`src/sv/hra_pkg.sv`:
```
// Shared types, widths and arithmetic helpers for the heater runtime accumulator.
// No dependencies; every other file refers to this package by scoped names.

package hra_pkg;

    // Field widths.
    localparam int STAMP_W = 40;
    localparam int TOTAL_W = 32;

    // Default depth of the queue between the front and back parts.
    localparam int QUEUE_DEPTH = 2;

    // Operation codes of an input word.
    typedef enum logic [1:0] {
        OP_START  = 2'd0,
        OP_EVENT  = 2'd1,
        OP_FINISH = 2'd2
    } t_op;

    // Event codes of a log event.
    typedef enum logic [3:0] {
        EV_GAS_ON     = 4'd0,
        EV_GAS_OFF    = 4'd1,
        EV_PELLET_ON  = 4'd2,
        EV_PELLET_OFF = 4'd3,
        EV_MINIMUM    = 4'd4,
        EV_MODULATION = 4'd5,
        EV_HOT        = 4'd6,
        EV_COLD       = 4'd7
    } t_evt;

    // Classified command handed from the front part to the back part.
    typedef struct packed {
        t_op                  op;
        t_evt                 evt;
        logic [STAMP_W-1:0]   stamp;
        logic                 init_pellet_on;
        logic                 init_pellet_low;
        logic                 init_gas_on;
        logic [TOTAL_W-1:0]   init_pellet_total;
        logic [TOTAL_W-1:0]   init_low_total;
        logic [TOTAL_W-1:0]   init_gas_total;
    } t_cmd;

    // Accumulator update produced by the span stage. On a start the delta
    // fields carry the totals to load.
    typedef struct packed {
        logic                 load;
        logic                 finish;
        logic                 add_pellet;
        logic                 add_low;
        logic                 add_gas;
        logic                 still_pellet;
        logic                 still_low;
        logic                 still_gas;
        logic [TOTAL_W-1:0]   d_pellet;
        logic [TOTAL_W-1:0]   d_low;
        logic [TOTAL_W-1:0]   d_gas;
    } t_span_op;

    // Length of the span from since to t, zero when time ran backwards,
    // clamped to the total width.
    function automatic logic [TOTAL_W-1:0] span_clamp(input logic [STAMP_W-1:0] since,
                                                      input logic [STAMP_W-1:0] t);
        logic [STAMP_W:0]   diff;
        logic [TOTAL_W-1:0] res;
        diff = {1'b0, t} - {1'b0, since};
        if (diff[STAMP_W]) begin
            res = '0;
        end else if (|diff[STAMP_W-1:TOTAL_W]) begin
            res = '1;
        end else begin
            res = diff[TOTAL_W-1:0];
        end
        return res;
    endfunction

    // Saturating add of two totals.
    function automatic logic [TOTAL_W-1:0] sat_add(input logic [TOTAL_W-1:0] a,
                                                   input logic [TOTAL_W-1:0] b);
        logic [TOTAL_W:0] s;
        s = {1'b0, a} + {1'b0, b};
        return s[TOTAL_W] ? {TOTAL_W{1'b1}} : s[TOTAL_W-1:0];
    endfunction

endpackage

```
`src/sv/heater_runtime_accumulator.sv`:
```
// Top level of the heater runtime accumulator: front part, command queue and
// back part. Depends on hra_pkg, hra_front, hra_queue and hra_back.
//
//  Channel  | Handshake          | Word
//  ---------+--------------------+---------------------------------------------
//  input    | i_valid / o_ready  | operation, stamp, event code, start values
//  result   | o_valid / i_ready  | three totals and three still-on bits
//
// One input word is taken per cycle, sustained, for every operation, while the queue has room.
// A finish passes the queue, the span stage register and the accumulator stage
// into the result register, where its result shows.
// Reset is synchronous and clears the since times, hot flag, totals and queue.
// The result register holds a word until it is taken; a finish behind it waits
// in the span stage, and o_ready falls once the QUEUE_DEPTH-entry queue fills.

module heater_runtime_accumulator #(
    parameter int QUEUE_DEPTH = hra_pkg::QUEUE_DEPTH
) (
    input  logic                        i_clk,
    input  logic                        i_rst_n,
    input  logic                        i_valid,
    output logic                        o_ready,
    input  logic [1:0]                  i_operation,
    input  logic [hra_pkg::STAMP_W-1:0] i_stamp,
    input  logic [3:0]                  i_event_code,
    input  logic                        i_init_pellet_on,
    input  logic                        i_init_pellet_low,
    input  logic                        i_init_gas_on,
    input  logic [hra_pkg::TOTAL_W-1:0] i_init_pellet_total,
    input  logic [hra_pkg::TOTAL_W-1:0] i_init_low_total,
    input  logic [hra_pkg::TOTAL_W-1:0] i_init_gas_total,
    output logic                        o_valid,
    input  logic                        i_ready,
    output logic [hra_pkg::TOTAL_W-1:0] o_pellet_total,
    output logic [hra_pkg::TOTAL_W-1:0] o_low_total,
    output logic [hra_pkg::TOTAL_W-1:0] o_gas_total,
    output logic                        o_pellet_still_on,
    output logic                        o_low_still_on,
    output logic                        o_gas_still_on
);

    logic          w_push, w_full, w_pop, w_q_valid;
    hra_pkg::t_cmd w_push_cmd, w_q_cmd;

    // Classify incoming words.
    hra_front u_front (
        .i_valid             (i_valid),
        .o_ready             (o_ready),
        .i_operation         (i_operation),
        .i_stamp             (i_stamp),
        .i_event_code        (i_event_code),
        .i_init_pellet_on    (i_init_pellet_on),
        .i_init_pellet_low   (i_init_pellet_low),
        .i_init_gas_on       (i_init_gas_on),
        .i_init_pellet_total (i_init_pellet_total),
        .i_init_low_total    (i_init_low_total),
        .i_init_gas_total    (i_init_gas_total),
        .i_q_full            (w_full),
        .o_push              (w_push),
        .o_cmd               (w_push_cmd)
    );

    // Decouple the two parts.
    hra_queue #(
        .DEPTH (QUEUE_DEPTH)
    ) u_queue (
        .i_clk   (i_clk),
        .i_rst_n (i_rst_n),
        .i_push  (w_push),
        .i_cmd   (w_push_cmd),
        .o_full  (w_full),
        .i_pop   (w_pop),
        .o_valid (w_q_valid),
        .o_cmd   (w_q_cmd)
    );

    // Carry out the commands.
    hra_back u_back (
        .i_clk             (i_clk),
        .i_rst_n           (i_rst_n),
        .i_q_valid         (w_q_valid),
        .i_cmd             (w_q_cmd),
        .o_pop             (w_pop),
        .o_valid           (o_valid),
        .i_ready           (i_ready),
        .o_pellet_total    (o_pellet_total),
        .o_low_total       (o_low_total),
        .o_gas_total       (o_gas_total),
        .o_pellet_still_on (o_pellet_still_on),
        .o_low_still_on    (o_low_still_on),
        .o_gas_still_on    (o_gas_still_on)
    );

endmodule

```
`src/sv/hra_front.sv`:
```
// Front part: accepts input words, drops those that change nothing and
// classifies the rest into commands for the queue. Depends on hra_pkg.

module hra_front (
    input  logic                        i_valid,
    output logic                        o_ready,
    input  logic [1:0]                  i_operation,
    input  logic [hra_pkg::STAMP_W-1:0] i_stamp,
    input  logic [3:0]                  i_event_code,
    input  logic                        i_init_pellet_on,
    input  logic                        i_init_pellet_low,
    input  logic                        i_init_gas_on,
    input  logic [hra_pkg::TOTAL_W-1:0] i_init_pellet_total,
    input  logic [hra_pkg::TOTAL_W-1:0] i_init_low_total,
    input  logic [hra_pkg::TOTAL_W-1:0] i_init_gas_total,
    input  logic                        i_q_full,
    output logic                        o_push,
    output hra_pkg::t_cmd               o_cmd
);

    logic w_keep;

    // The front takes a word whenever the queue has room.
    assign o_ready = !i_q_full;

    // Decide whether the word has any effect at all.
    always_comb begin
        w_keep = 1'b0;
        case (hra_pkg::t_op'(i_operation))
            hra_pkg::OP_START:  w_keep = 1'b1;
            hra_pkg::OP_FINISH: w_keep = 1'b1;
            hra_pkg::OP_EVENT: begin
                case (hra_pkg::t_evt'(i_event_code))
                    hra_pkg::EV_GAS_ON,
                    hra_pkg::EV_GAS_OFF,
                    hra_pkg::EV_PELLET_ON,
                    hra_pkg::EV_PELLET_OFF,
                    hra_pkg::EV_MINIMUM,
                    hra_pkg::EV_MODULATION,
                    hra_pkg::EV_HOT,
                    hra_pkg::EV_COLD: w_keep = 1'b1;
                    default:          w_keep = 1'b0;
                endcase
            end
            default: w_keep = 1'b0;
        endcase
    end

    assign o_push = i_valid && !i_q_full && w_keep;

    // Pack the command.
    always_comb begin
        o_cmd.op                = hra_pkg::t_op'(i_operation);
        o_cmd.evt               = hra_pkg::t_evt'(i_event_code);
        o_cmd.stamp             = i_stamp;
        o_cmd.init_pellet_on    = i_init_pellet_on;
        o_cmd.init_pellet_low   = i_init_pellet_low;
        o_cmd.init_gas_on       = i_init_gas_on;
        o_cmd.init_pellet_total = i_init_pellet_total;
        o_cmd.init_low_total    = i_init_low_total;
        o_cmd.init_gas_total    = i_init_gas_total;
    end

endmodule

```
`src/sv/hra_queue.sv`:
```
// Short command queue between the front and back parts, a circular buffer
// of registers with a fill count. Depends on hra_pkg.

module hra_queue #(
    parameter int DEPTH = hra_pkg::QUEUE_DEPTH
) (
    input  logic          i_clk,
    input  logic          i_rst_n,
    input  logic          i_push,
    input  hra_pkg::t_cmd i_cmd,
    output logic          o_full,
    input  logic          i_pop,
    output logic          o_valid,
    output hra_pkg::t_cmd o_cmd
);

    localparam int PTR_W = (DEPTH > 1) ? $clog2(DEPTH) : 1;
    localparam int CNT_W = $clog2(DEPTH + 1);

    hra_pkg::t_cmd    r_mem [DEPTH];
    logic [PTR_W-1:0] r_wr_ptr, n_wr_ptr;
    logic [PTR_W-1:0] r_rd_ptr, n_rd_ptr;
    logic [CNT_W-1:0] r_count,  n_count;

    assign o_full  = (r_count == CNT_W'(DEPTH));
    assign o_valid = (r_count != '0);
    assign o_cmd   = r_mem[r_rd_ptr];

    // Pointer and count updates.
    always_comb begin
        n_wr_ptr = r_wr_ptr;
        n_rd_ptr = r_rd_ptr;
        n_count  = r_count;
        if (i_push) begin
            n_wr_ptr = (r_wr_ptr == PTR_W'(DEPTH - 1)) ? '0 : r_wr_ptr + 1'b1;
        end
        if (i_pop) begin
            n_rd_ptr = (r_rd_ptr == PTR_W'(DEPTH - 1)) ? '0 : r_rd_ptr + 1'b1;
        end
        if (i_push && !i_pop) begin
            n_count = r_count + 1'b1;
        end else if (i_pop && !i_push) begin
            n_count = r_count - 1'b1;
        end
    end

    always_ff @(posedge i_clk) begin
        if (!i_rst_n) begin
            r_wr_ptr <= '0;
            r_rd_ptr <= '0;
            r_count  <= '0;
        end else begin
            r_wr_ptr <= n_wr_ptr;
            r_rd_ptr <= n_rd_ptr;
            r_count  <= n_count;
        end
    end

    // Storage needs no reset.
    always_ff @(posedge i_clk) begin
        if (i_push) begin
            r_mem[r_wr_ptr] <= i_cmd;
        end
    end

endmodule

```
`src/sv/hra_back.sv`:
```
// Back part: a span stage that tracks the since times and the hot flag, an
// accumulator stage with saturating totals, and the result register.
// Depends on hra_pkg.

module hra_back (
    input  logic                        i_clk,
    input  logic                        i_rst_n,
    input  logic                        i_q_valid,
    input  hra_pkg::t_cmd               i_cmd,
    output logic                        o_pop,
    output logic                        o_valid,
    input  logic                        i_ready,
    output logic [hra_pkg::TOTAL_W-1:0] o_pellet_total,
    output logic [hra_pkg::TOTAL_W-1:0] o_low_total,
    output logic [hra_pkg::TOTAL_W-1:0] o_gas_total,
    output logic                        o_pellet_still_on,
    output logic                        o_low_still_on,
    output logic                        o_gas_still_on
);

    localparam int SW = hra_pkg::STAMP_W;
    localparam int TW = hra_pkg::TOTAL_W;

    // Span stage state.
    logic [SW-1:0]     r_pellet_since, n_pellet_since;
    logic [SW-1:0]     r_low_since,    n_low_since;
    logic [SW-1:0]     r_gas_since,    n_gas_since;
    logic              r_hot,          n_hot;
    logic              r_a_valid;
    hra_pkg::t_span_op r_a,            n_a;

    // Accumulator stage and result register.
    logic [TW-1:0]     r_pellet_acc, r_low_acc, r_gas_acc;
    logic [TW-1:0]     w_pellet_new, w_low_new, w_gas_new;
    logic              r_o_valid;
    logic [TW-1:0]     r_o_pellet, r_o_low, r_o_gas;
    logic              r_o_still_p, r_o_still_l, r_o_still_g;

    logic [TW-1:0]     w_d_pellet, w_d_low, w_d_gas;
    logic [SW-1:0]     w_t;
    logic              w_p_on, w_l_on, w_g_on;
    logic              w_b_ready, w_b_fire, w_a_ready;

    // A finish can move on only when the result register is free or drains.
    assign w_b_ready = !r_a.finish || !r_o_valid || i_ready;
    assign w_b_fire  = r_a_valid && w_b_ready;
    assign w_a_ready = !r_a_valid || w_b_ready;
    assign o_pop     = i_q_valid && w_a_ready;

    assign w_t    = i_cmd.stamp;
    assign w_p_on = (r_pellet_since != '0);
    assign w_l_on = (r_low_since != '0);
    assign w_g_on = (r_gas_since != '0);

    // Span lengths from the current since times to the command stamp.
    assign w_d_pellet = hra_pkg::span_clamp(r_pellet_since, w_t);
    assign w_d_low    = hra_pkg::span_clamp(r_low_since, w_t);
    assign w_d_gas    = hra_pkg::span_clamp(r_gas_since, w_t);

    // Span stage: next since times, hot flag and accumulator update.
    always_comb begin
        n_pellet_since = r_pellet_since;
        n_low_since    = r_low_since;
        n_gas_since    = r_gas_since;
        n_hot          = r_hot;
        n_a            = '0;
        n_a.d_pellet   = w_d_pellet;
        n_a.d_low      = w_d_low;
        n_a.d_gas      = w_d_gas;
        case (i_cmd.op)
            hra_pkg::OP_START: begin
                n_pellet_since = i_cmd.init_pellet_on  ? w_t : '0;
                n_low_since    = i_cmd.init_pellet_low ? w_t : '0;
                n_gas_since    = i_cmd.init_gas_on     ? w_t : '0;
                n_hot          = 1'b0;
                n_a.load       = 1'b1;
                n_a.d_pellet   = i_cmd.init_pellet_total;
                n_a.d_low      = i_cmd.init_low_total;
                n_a.d_gas      = i_cmd.init_gas_total;
            end
            hra_pkg::OP_FINISH: begin
                n_pellet_since   = '0;
                n_low_since      = '0;
                n_gas_since      = '0;
                n_hot            = 1'b0;
                n_a.finish       = 1'b1;
                n_a.add_pellet   = w_p_on;
                n_a.add_low      = w_l_on;
                n_a.add_gas      = w_g_on;
                n_a.still_pellet = w_p_on;
                n_a.still_low    = w_l_on;
                n_a.still_gas    = w_g_on;
            end
            hra_pkg::OP_EVENT: begin
                case (i_cmd.evt)
                    hra_pkg::EV_GAS_ON: begin
                        // Gas cannot start while the pellet burner is hot.
                        if (!w_g_on && !r_hot) begin
                            n_gas_since = w_t;
                        end
                    end
                    hra_pkg::EV_GAS_OFF: begin
                        n_a.add_gas = w_g_on;
                        n_gas_since = '0;
                    end
                    hra_pkg::EV_PELLET_ON: begin
                        // A minimum span that was already open restarts with the burner.
                        if (!w_p_on) begin
                            n_pellet_since = w_t;
                            if (w_l_on) begin
                                n_low_since = w_t;
                            end
                        end
                    end
                    hra_pkg::EV_PELLET_OFF: begin
                        n_a.add_pellet = w_p_on;
                        n_a.add_low    = w_l_on;
                        n_pellet_since = '0;
                        n_low_since    = '0;
                    end
                    hra_pkg::EV_MINIMUM: begin
                        if (w_p_on && !w_l_on) begin
                            n_low_since = w_t;
                        end
                    end
                    hra_pkg::EV_MODULATION: begin
                        n_a.add_low = w_l_on;
                        n_low_since = '0;
                    end
                    hra_pkg::EV_HOT: begin
                        n_hot       = 1'b1;
                        n_a.add_gas = w_g_on;
                        n_gas_since = '0;
                    end
                    hra_pkg::EV_COLD: begin
                        n_hot = 1'b0;
                    end
                    default: ;
                endcase
            end
            default: ;
        endcase
    end

    always_ff @(posedge i_clk) begin
        if (!i_rst_n) begin
            r_pellet_since <= '0;
            r_low_since    <= '0;
            r_gas_since    <= '0;
            r_hot          <= 1'b0;
            r_a_valid      <= 1'b0;
        end else begin
            if (o_pop) begin
                r_pellet_since <= n_pellet_since;
                r_low_since    <= n_low_since;
                r_gas_since    <= n_gas_since;
                r_hot          <= n_hot;
            end
            if (w_a_ready) begin
                r_a_valid <= o_pop;
            end
        end
    end

    always_ff @(posedge i_clk) begin
        if (w_a_ready) begin
            r_a <= n_a;
        end
    end

    // Accumulator stage: load on start, saturating add where a span closed.
    always_comb begin
        if (r_a.load) begin
            w_pellet_new = r_a.d_pellet;
            w_low_new    = r_a.d_low;
            w_gas_new    = r_a.d_gas;
        end else begin
            w_pellet_new = r_a.add_pellet ? hra_pkg::sat_add(r_pellet_acc, r_a.d_pellet)
                                          : r_pellet_acc;
            w_low_new    = r_a.add_low ? hra_pkg::sat_add(r_low_acc, r_a.d_low) : r_low_acc;
            w_gas_new    = r_a.add_gas ? hra_pkg::sat_add(r_gas_acc, r_a.d_gas) : r_gas_acc;
        end
    end

    always_ff @(posedge i_clk) begin
        if (!i_rst_n) begin
            r_pellet_acc <= '0;
            r_low_acc    <= '0;
            r_gas_acc    <= '0;
            r_o_valid    <= 1'b0;
        end else begin
            if (w_b_fire) begin
                r_pellet_acc <= w_pellet_new;
                r_low_acc    <= w_low_new;
                r_gas_acc    <= w_gas_new;
            end
            r_o_valid <= (r_o_valid && !i_ready) || (w_b_fire && r_a.finish);
        end
    end

    // Result register holds its word until the consumer takes it.
    always_ff @(posedge i_clk) begin
        if (w_b_fire && r_a.finish) begin
            r_o_pellet  <= w_pellet_new;
            r_o_low     <= w_low_new;
            r_o_gas     <= w_gas_new;
            r_o_still_p <= r_a.still_pellet;
            r_o_still_l <= r_a.still_low;
            r_o_still_g <= r_a.still_gas;
        end
    end

    assign o_valid           = r_o_valid;
    assign o_pellet_total    = r_o_pellet;
    assign o_low_total       = r_o_low;
    assign o_gas_total       = r_o_gas;
    assign o_pellet_still_on = r_o_still_p;
    assign o_low_still_on    = r_o_still_l;
    assign o_gas_still_on    = r_o_still_g;

endmodule

```
`config.mk`:
```
export PLATFORM = sky130hd
export DESIGN_NAME = heater_runtime_accumulator
export DESIGN_NICKNAME = d
export VERILOG_FILES = /design/src/sv/hra_pkg.sv /design/src/sv/heater_runtime_accumulator.sv /design/src/sv/hra_front.sv /design/src/sv/hra_queue.sv /design/src/sv/hra_back.sv
export SDC_FILE = /design/constraint.sdc
export NUM_CORES = 2
export LEC_CHECK = 0
export ABC_AREA = 1
export BUFFER_PORTS_ARGS = -buffer_cell sky130_fd_sc_hd__buf_2
export CORE_MARGIN = 4
export CORE_UTILIZATION = 40
export DETAILED_ROUTE_END_ITERATION = 10
export PLACE_DENSITY_LB_ADDON = 0.05
export RECOVER_POWER = 100
export SETUP_SLACK_MARGIN = 0.02
export SLEW_MARGIN = 10
export SYNTH_ARGS = -nofsm -noshare
export SYNTH_HDL_FRONTEND = slang
export SYNTH_SLANG_ARGS = --single-unit
```
`constraint.sdc`:
```
create_clock -name i_clk -period 6.8 [get_ports i_clk]
set_input_delay 0.34 -clock i_clk [delete_from_list [all_inputs] [get_ports i_clk]]
set_output_delay 0.34 -clock i_clk [all_outputs]
set_load 0.02 [all_outputs]
```
---- Word level (Yosys, flattened, before mapping) ----
Memories as Yosys holds them, arrays and structs flattened. A register that Yosys moved wholly into a read port is not among the register bits.
Cells that the tools add are included.
W data, S select, Z words.
word-level totals
  bits in registers ....................... 426
  bits in writable memories ............... 290
  input bits .............................. 149
  output and inout bits ................... 101
  word-level logic and storage cells ...... 153
  memories kept ........................... 1
operators by class
  add/sub/neg operators ................... 10
  equality and inequality tests ........... 20
  muxes and demuxes ....................... 48
  reduce and logical (&&, ||, !) cells .... 45
memories
  memory         depth  bits a word  rd ports  clocked after memory_dff  write ports  RTL line         source
  u_queue.r_mem  2      145          1         1                         1            hra_queue.sv:20  hra_pkg::t_cmd r_mem [DEPTH];
operators by type and width
  operator              count
  $mux W32              15
  $pmux W40 S3          4
  $mux W40              8
  $pmux W40 S2          2
  $sub A40 B40 Y41      3
  $reduce_bool A40 Y1   3
  $add A32 B32 Y33      3
  $mux W96              1
  $reduce_or A8 Y1      3
  $eq A4 B3 Y1 const B  4
  $mux W1               12
  $ne A3 B3 Y1 const B  4
  $logic_and A1 B1 Y1   10
  $logic_not A1 Y1      10
  $ne A3 B2 Y1 const B  3
  $eq A4 B2 Y1 const B  2
  $reduce_and A4 Y1     2
  $reduce_or A2 Y1      4
  $eq A2 B2 Y1 const B  3
  $pmux W1 S2           3
  $pmux W3 S2           1
  $reduce_and A6 Y1     1
  $reduce_bool A2 Y1    3
  $eq A2 B1 Y1 const B  2
  11 further kinds      17

---- Depth between registers and ports, before layout ----
  word-level depth ........................ 8
  depth in mapped cells ................... 26
  mapped depth without buffers ............ 23

---- Modules after synthesis ----
From an unflattened synthesis, not the netlist that was laid out.
unflattened totals
  cells, all modules ...................... 5894
  area, all modules ....................... 46539.6 um2
by module, submodules not included
  module     times used  cells an instance  area an instance (um2)  sequential area each (um2)
  hra_back   1           5257               34548.1                 10480.1
  hra_queue  1           486                10880.4                 8808.4
  hra_front  1           151                1111.1                  0.0

---- Worst setup path after synthesis ----
No wires, ideal clock.
  kind .................................... register to register
  from .................................... register u_queue.r_count[1]
  to ...................................... memory u_queue.r_mem[1][0] (netlist name) (enable)
  setup time .............................. 653 ps
  data arrival time ....................... 6764 ps
  required time ........................... 6147 ps
  setup slack ............................. -617 ps
  cell stages (with the launch flop) ...... 6
  path buffers ............................ 0
  period minus slack after synthesis ...... 7417 ps
  cells stage by stage .................... dfxtp_1 -> inv_1 -> nor2_1 -> inv_1 -> nand3_1 -> nor2_1
on the way
  word-level cells in the longest chain between the ends .. 6
ends and longest elaborated chain
  element                           RTL line                          source
  from (decl)                       hra_queue.sv:23                   logic [CNT_W-1:0] r_count, n_count;
  from (signal assigned)            hra_queue.sv:55                   r_count <= n_count;
  $eq A2 B2 Y1                      hra_queue.sv:25                   assign o_full = (r_count == CNT_W'(DEPTH));
  $logic_not A1 Y1                  --
  net o_ready                       heater_runtime_accumulator.sv:22  output logic o_ready,
  $logic_and A1 B1 Y1 (2 in a row)  hra_front.sv:49                   assign o_push = i_valid && !i_q_full && w_keep;
  $mux W1                           hra_queue.sv:61                   if (i_push) begin
  $mux W1 (not written as such)     hra_queue.sv:62                   r_mem[r_wr_ptr] <= i_cmd;
  to (decl)                         hra_queue.sv:20
The timed path passes the listed nets, and every way through them passes these cells.

==> results.toml <==
[critical_path]
critPathMaxStageDelay_ns = 1.70
critPathKind = "flip-flop to flip-flop"
critPathArrivalTime_ns = 6.24
slowest_stage = "clkbuf_1"
worst-r2r-cell-count = 13
critical_path.top_delay_family = "buffers and inverters"
worst-path-max-fanout = 56
cp-end-kind = "flip-flop"
worstReg2RegEnd = "u_back.r_pellet_since[0]"
critPathBufInv = 5
critPathMostFrequentCell = "inv_1"
cp-start-kind = "flip-flop"
worst_ep_required_time_ns = 7.40
path_cells = "inv_4 -> buf_4 -> or2_2 -> o21ai_0 -> inv_1 -> ha_1 -> inv_1 -> nor4_1 -> nand2_1 -> nand3_1 -> clkbuf_1 -> nor3_1 -> nor2_1"
r2r_slack_ns = 1.16

[cells_and_area]
area_growth_pct = 14.3
nets = 6701
drive_above_1_share_pct = 5.60

[yosys]
ys_warn_count = 0
avgSynthCellArea_sq_um = 7.52
ys_ff_latch = 717
synth_edf_count = 493
syn_inst = 6007
yosys-top-cells-area = "edfxtp_1, nand2_1, dfxtp_1, ha_1, inv_1"
syn_area_sq_mm = 0.0452
synth_ff_type = "edfxtp_1"
synthesis.nets = 6387
synth_top_cell_by_area = "edfxtp_1"
yosysSeqAreaShare_pct = 42.7
async_reset_ff_share_pct = 0
synth_top_area_share_pct = 32.8
ys_types = 50

[sta]
rsz0062_at_grt = "false"
period_needed_ns = 5.64
setup_viol = 0
max_freq_mhz = 177
tightest_slew_ns = 3.95
hold_viol_final = 0
finalClockSkew_ns = 0.0305
fin_tns_setup_ns = 0
report.final.slew_viol_count = 576
max_slew_margin_pct = -163
period_share_pct = 82.9

[worst_hold_path]
hp-class = "input pin to flip-flop"
min_to = "u_queue.r_wr_ptr"
hp-start = "i_valid"
whs_path_depth = 5

[clock_tree]
clock_sinks = 717
insertion_delay_ns = 0.68
htreeDepth = 3
postCtsSetupRepairBufs = 0
cts_buffer_depth = 3
root_buffer = "clkbuf_16"
clk_pin_slew_ns = 0.06
cts_tree = "done"
numCtsBuffers = 86

[routing]
postRouteAntennaNets = 0
via_per_inst = 5.23
num_vias = 41300
first_iter_violations = 3399
drt-total-wl_um = 160000
drtPass1Iterations = 6
remaining_drc_errors = 0
wl_per_cell_um = 20.3

[floorplan]
dieArea_sq_mm = 0.118
core_sq_mm = 0.112
pin_count = 250
fp-row-count = 123
die_h_um = 344
initial_utilization_pct = 40.2
die_w_um = 344

[global_routing]
track_usage_pct = 26.4
first_global_vias = 39000
overflow = 0
grt_first_pass_wirelength_um = 240000
grt_antenna_before_repair = 8
grt_max_degree = 184

[placed_design]
portBuffers = 249
gp_congestion = 0.982
hpwl_um = 121000

[pwr]
p_leak_nw = 22.2
intPower_w = 0.0143
power.share.combinational_pct = 59.8
irDropWorstVdd_v = 0.000418
power_frac_seq_pct = 23.9
power_frac_clock_pct = 16.3
p_sw_share_pct = 51.5
p_total_w = 0.0295
switchingPower_w = 0.0152
power.density_mw_per_mm2 = 571

[status]
outcome = "finished with violations"
violations = "max-capacitance violations, max-slew violations"

[flow_run]
maxCapViolations = 11
-- cell families after synthesis --
logic type               share of synthesized area, %
AND/OR/NAND/NOR                                  27.2
adder cells (fa/ha/maj)                          6.50
AO/OA/AOI/OAI                                    12.3
flip-flops                                       42.7
buffers and inverters                            8.53
XOR/XNOR                                         2.77
multiplexers                                   0.0222
-- cell usage after synthesis, types with 14 or more instances --
master and number:
nand2_1 1537, inv_1 718, nor2_1 647, a21oi_1 511, edfxtp_1 493, nand3_1 389, o21ai_0 340, ha_1 225
dfxtp_1 224, nor3_1 132, clkbuf_1 131, xnor2_1 75, xor2_1 68, inv_2 45, or2_2 45, a32oi_1 40
nand4_1 37, buf_2 36, o21ai_1 31, nand3_2 26, o21ai_2 26, a31oi_1 22, nor4_1 22, buf_4 21
nor2_2 20, nand3b_1 16, o21bai_1 16, buf_1 14
-- what timing repair did --
item                                    4_1_cts  5_1_grt
hold buffers                                146        0
gates resized for setup                       0        0
endpoints found under the setup margin        0        0
hold endpoints to repair                    291        0
-- cells in the final DEF (no fill, tap or decap), types with 68 or more instances in the layout --
cell           Yosys  final
nand2_1         1537   1537
inv_1            718    720
nor2_1           647    648
a21oi_1          511    511
edfxtp_1         493    493
nand3_1          389    397
o21ai_0          340    362
clkbuf_1         131    240
ha_1             225    225
dfxtp_1          224    224
dlygate4sd3_1      0    146
nor3_1           132    133
clkbuf_16          0     87
xnor2_1           75     75
xor2_1            68     68
-- metal layers --
layer	global-route usage (%)	vias up	wire length (um)
li1	-	20500	-
met3	3.19	222	8450
met5	0	-	16
met4	6.46	2	4160
met2	42.0	1139	71300
met1	38.2	19500	76000
-- registers in the layout, summed over array words and instances (netlist names), named ones only --
register and flops:
u_back.r_pellet_acc 32, u_back.o_gas_still_on 1, u_back.o_gas_total 32, u_back.o_pellet_total 32, u_back.r_gas_acc 32, u_back.r_low_acc 32
u_back.o_valid 1, u_queue.r_rd_ptr 1, u_queue.r_wr_ptr 1, u_back.r_gas_since 40, u_back.o_pellet_still_on 1, u_back.r_a_valid 1
u_back.r_hot 1, u_back.r_pellet_since 40, u_queue.r_count 2, u_queue.r_mem 290, u_back.r_low_since 40, u_back.o_low_total 32
u_back.r_a 104, u_back.o_low_still_on 1
-- power by group through the flow --
stage,combinational [W],sequential (W),clock (W)
final,0.0176,0.00704,0.00481
after global routing,0.0196,0.00710,0.00510
after CTS,0.0178,0.00697,0.00495
after detailed placement,0.0177,0.00705,0
after global placement,0.0178,0.00706,0
after floorplan,0.0124,0.00666,0
-- worst max path at each step --
stage	start	end	cells past startpoint
2_1_floorplan	u_back.o_valid	u_queue.r_count[1]	7
3_3_place_gp	flip-flop	u_back.r_a[31]	19
3_5_place_dp	flip-flop	u_back.r_a[15]	19
4_1_cts	flip-flop	u_back.r_a[24]	19
5_1_grt	flip-flop	u_back.r_pellet_since[0]	13
6_report	flip-flop	u_back.r_pellet_since[0]	13
-- metrics by stage --
stage	worst slack (ns)	utilization (%)	instance area (sq um)	hold slack [ns]	std cells
CTS	1.80	46.5	52200	0.269	7894
global route	0.784	46.0	51600	0.252	7896
global placement	1.84	42.5	47800	0.409	7587
detailed placement	1.83	42.5	47800	0.415	7587
finish	1.16	46.0	51600	0.220	7897
floorplan	1.39	-	45200	0.400	6007
-- tightest hold or removal path, cell delays in order --
cell and delay [ns]:
buf_2 0.09, nand3_1 0.14, inv_1 0.11, o21ai_0 0.08, nor2_1 0.09
-- layout make-up --
cell class	instances	area, sq um
fillers	11700	60700
multi-input cells	4311	21900
flip-flops and latches	717	19300
inverters	768	2890
repair buffers	437	2730
clock buffers	104	2290
well taps	1500	1880
clock inverters	57	667
diodes	3	7.51
Power figures use the tool's default switching activity.
